--- src/rtl/dtlb_ram.sv ---
`timescale 1ns / 1ps
`default_nettype none
module dtlb_ram #(
    parameter int DEPTH = 64,
    parameter int WIDTH = 33
) (
    input  wire logic                     clk,
    input  wire logic                     we,
    input  wire logic [$clog2(DEPTH)-1:0] waddr,
    input  wire logic [WIDTH-1:0]         wdata,
    input  wire logic [$clog2(DEPTH)-1:0] raddr,
    output logic      [WIDTH-1:0]         rdata
);

    logic [WIDTH-1:0] mem [DEPTH];

    always_ff @(posedge clk)
    begin
        if (we)
        begin
            mem[waddr] <= wdata;
        end
        rdata <= mem[raddr];
    end

endmodule
`default_nettype wire

--- config.mk ---
export PLATFORM = sky130hd
export DESIGN_NAME = dtlb_ram
export DESIGN_NICKNAME = d
export VERILOG_FILES = /design/src/rtl/dtlb_ram.sv
export SDC_FILE = /design/constraint.sdc
export NUM_CORES = 2
export LEC_CHECK = 0
export BUFFER_PORTS_ARGS = -buffer_cell sky130_fd_sc_hd__buf_4
export CORE_ASPECT_RATIO = 0.8
export CORE_MARGIN = 2
export CORE_UTILIZATION = 30
export DETAILED_ROUTE_END_ITERATION = 12
export SLEW_MARGIN = 10
export SYNTH_ARGS = -nofsm -noshare
export SYNTH_HDL_FRONTEND = slang
export SYNTH_SLANG_ARGS = --single-unit
--- constraint.sdc ---
create_clock -name clk -period 6.1 [get_ports clk]
set_clock_uncertainty 0.15 [all_clocks]
set_input_delay 0.305 -clock clk [delete_from_list [all_inputs] [get_ports clk]]
set_output_delay 0.305 -clock clk [all_outputs]
set_load 0.05 [all_outputs]
==> results.json <==
{
  "ys_ff_latch": 2145,
  "r2r_end": "rdata[32]$_DFF_P_",
  "synth_cells": 3598,
  "cts_tree": "done",
  "synth-seq-area-share_pct": 78.9,
  "synth_top_area_cell": "edfxtp_1",
  "relSlewSlack_pct": 21.0,
  "p_leak_uw": 0.0282,
  "peakVddDrop_v": 0.000231,
  "rsz0062_at_grt": "no",
  "cts-resized-gates": 0,
  "crit_family": "simple AND/OR/NAND/NOR gates",
  "post_route_cells_drive_above_1_share_pct": 25.9,
  "synth_common_cells": "edfxtp_1 (2112), mux4_2 (485), nand2_1 (102)",
  "grt_max_degree": 131,
  "period_minus_slack_ps": 3210,
  "yosys.area.top_type_share_pct": 78.1,
  "timing.rr.start": "mem[29][32]$_DFFE_PP_",
  "start_kind": "input pin",
  "hpwl_um": 119000,
  "gr-total-overflow": 0,
  "cts_sinks": 2145,
  "synth_cell_types": 46,
  "die_h_um": 469,
  "drt-initial-drc-count": 5091,
  "drt_first_pass_iters": 5,
  "core_area_um2": 269000,
  "tightestPinTransition_ps": 1180,
  "synthFlopType": "edfxtp_1",
  "drv_slew": 0,
  "min_to": "mem[59][30]$_DFFE_PP_",
  "layout.cells.non_filler": 7583,
  "rr_worst_depth": 5,
  "clock.fmax_mhz": 312,
  "path_buf_inv": 3,
  "critPathArrivalTime_ps": 3500,
  "track_usage_pct": 15.3,
  "crit_chain": "dlygate4sd3_1, buf_4, nand4_1, nor2_4, buf_4",
  "num_vias": 39600,
  "synth_most_common_cell": "edfxtp_1",
  "ctsLongestPathBuffers": 4,
  "gp_congestion": 0.766,
  "hold_start": "waddr[0]",
  "cts_hold_buf": 37,
  "nNetsFinal": 3869,
  "areaGrowthSynthToFinish_pct": 14.5,
  "stdcell_area_um2": 93000,
  "min_path_type": "in2reg",
  "grt_pass1_wl_um": 301000,
  "synth_async_sr_flop_share_pct": 0,
  "drv_cap": 0,
  "path_common_cell": "buf_4",
  "place_area_um2": 86700,
  "first_global_vias": 39500,
  "dp.cells": 7202,
  "power.density_nw_per_um2": 319,
  "slowest_stage": "nor2_4",
  "rrSetupSlack_ps": 3810,
  "routed_via_density": 5.22,
  "root_buffer": "clkbuf_16",
  "crit_path_end_kind": "flop",
  "die_w_um": 586,
  "critPathKind": "in2reg",
  "clock_latency_ps": 820,
  "cts-buffers-inserted": 193,
  "postCtsSetupBuffers": 0,
  "final_hold_viol_count": 0,
  "antenna_found_initial": 13,
  "synth_area_per_cell_um2": 22.6,
  "drt-wirelength-per-cell_um": 28.3,
  "ys.warnings.count": 0,
  "start_util_pct": 30.2,
  "setup_violations": 0,
  "synth-edff-count": 2112,
  "path_max_fanout": 18,
  "slowest_delay_ps": 1030,
  "h-tree-depth": 4,
  "min_path_cells": 4,
  "critPathRequiredTime_ps": 6390,
  "antenna_left": 0,
  "io-pin-count": 80,
  "dieArea_um2": 275000,
  "portBuffers": 79,
  "fin_crit_sh_pct": 52.6,
  "syn-num-nets": 3645,
  "yosys-top-cells-area": "edfxtp_1 (78%), mux4_2 (13%), mux2i_1 (1.2%)",
  "status": "completed",
  "drc_errors": 0,
  "rows": 170,
  "fill_cells": 24800,
  "synthesis.area_um2": 81200,
  "drt_wl_total_um": 215000,
  "path_clk_slew_ps": 60,
  "tns_ps": 0
}
-- routing by layer --
metal,part of all wire [%],GRT usage (%)
met2,44,22.6
met3,10,4.03
met1,43,22.7
met4,1.8,3.03
met5,0.018,0
-- how the worst max path moves through the flow --
stage                   from  cells after the start               endpoint
floorplan           waddr[3]                      4   mem[48][0]$_DFFE_PP_
global placement    raddr[1]                      7      rdata[32]$_DFF_P_
detailed placement  raddr[1]                      7      rdata[32]$_DFF_P_
CTS                 waddr[1]                      5  mem[15][18]$_DFFE_PP_
global route        waddr[1]                      5   mem[15][5]$_DFFE_PP_
finish              waddr[1]                      5  mem[15][27]$_DFFE_PP_
-- worst register-to-register path, cell delays in order (launching register included) --
cell and delay, ps:
edfxtp_1 360, mux4_2 480, o22ai_1 310, a21oi_1 110, o32ai_1 460, a211oi_1 240
-- per-stage QoR --
step | utilization (%) | setup WS (ps) | total power [µW] | hold slack, ps
6_report | 34.6 | 2890 | 29700 | 124
5_1_grt | 34.6 | 2830 | 30600 | 104
4_1_cts | 34.6 | 2910 | 29900 | 69.8
3_5_place_dp | 32.3 | 2400 | 18300 | 574
3_3_place_gp | 32.3 | 2460 | 18200 | 587
2_1_floorplan | - | 2410 | 17600 | 254
-- area by class of cell --
type	count	area (µm²)	area share, %
Tap cell	3612	4520	4.86
Multi-Input combinational cell	1246	16400	17.7
Inverter	3	11.3	0.0121
Antenna cell	3	7.51	0.00807
Clock inverter	98	810	0.871
Sequential cell	2145	64100	68.9
Clock buffer	243	5120	5.51
Timing Repair Buffer	233	1990	2.14
-- power breakdown --
part	internal, µW	total (µW)	switching, µW
logic	537	1560	1020
registers	16300	16400	79.9
clock network	6480	11800	5270
-- flip-flops by register name, indices dropped and copies added, names as in the netlist --
name / count
mem: 2112
rdata: 33
-- cell families (layout without fill, tap and decap cells) --
group | count (synthesis) | after routing | share of synthesized area, %
compound gates | 281 | 281 | 2.61
flops | 2145 | 2145 | 78.9
mux | 587 | 587 | 14.7
simple gates | 378 | 378 | 2.27
buf+inv | 207 | 577 | 1.47
other cells | 0 | 3 | 0
-- placed cells by master (no fill, tap or decap), types with 4 or more instances in the layout --
master	n
edfxtp_1	2112
mux4_2	485
clkbuf_16	197
buf_4	183
nand2_1	101
mux2i_1	96
nand3_1	86
a22oi_1	77
nor2_4	65
o22ai_1	59
clkinv_1	47
o221ai_1	46
clkbuf_1	44
nand4_1	41
dlygate4sd3_1	37
dfxtp_1	33
clkinv_2	29
nor2b_1	21
and3_1	19
a211oi_1	19
a21oi_1	17
o21ai_0	13
bufinv_16	13
and2_1	12
a211oi_2	10
buf_12	10
a211o_1	8
o221a_1	8
a221oi_1	8
o211ai_1	8
mux2_2	6
nand2b_1	5
nor2_1	4
a31oi_1	4
and4b_1	4
(Power assumes the default switching activity.)
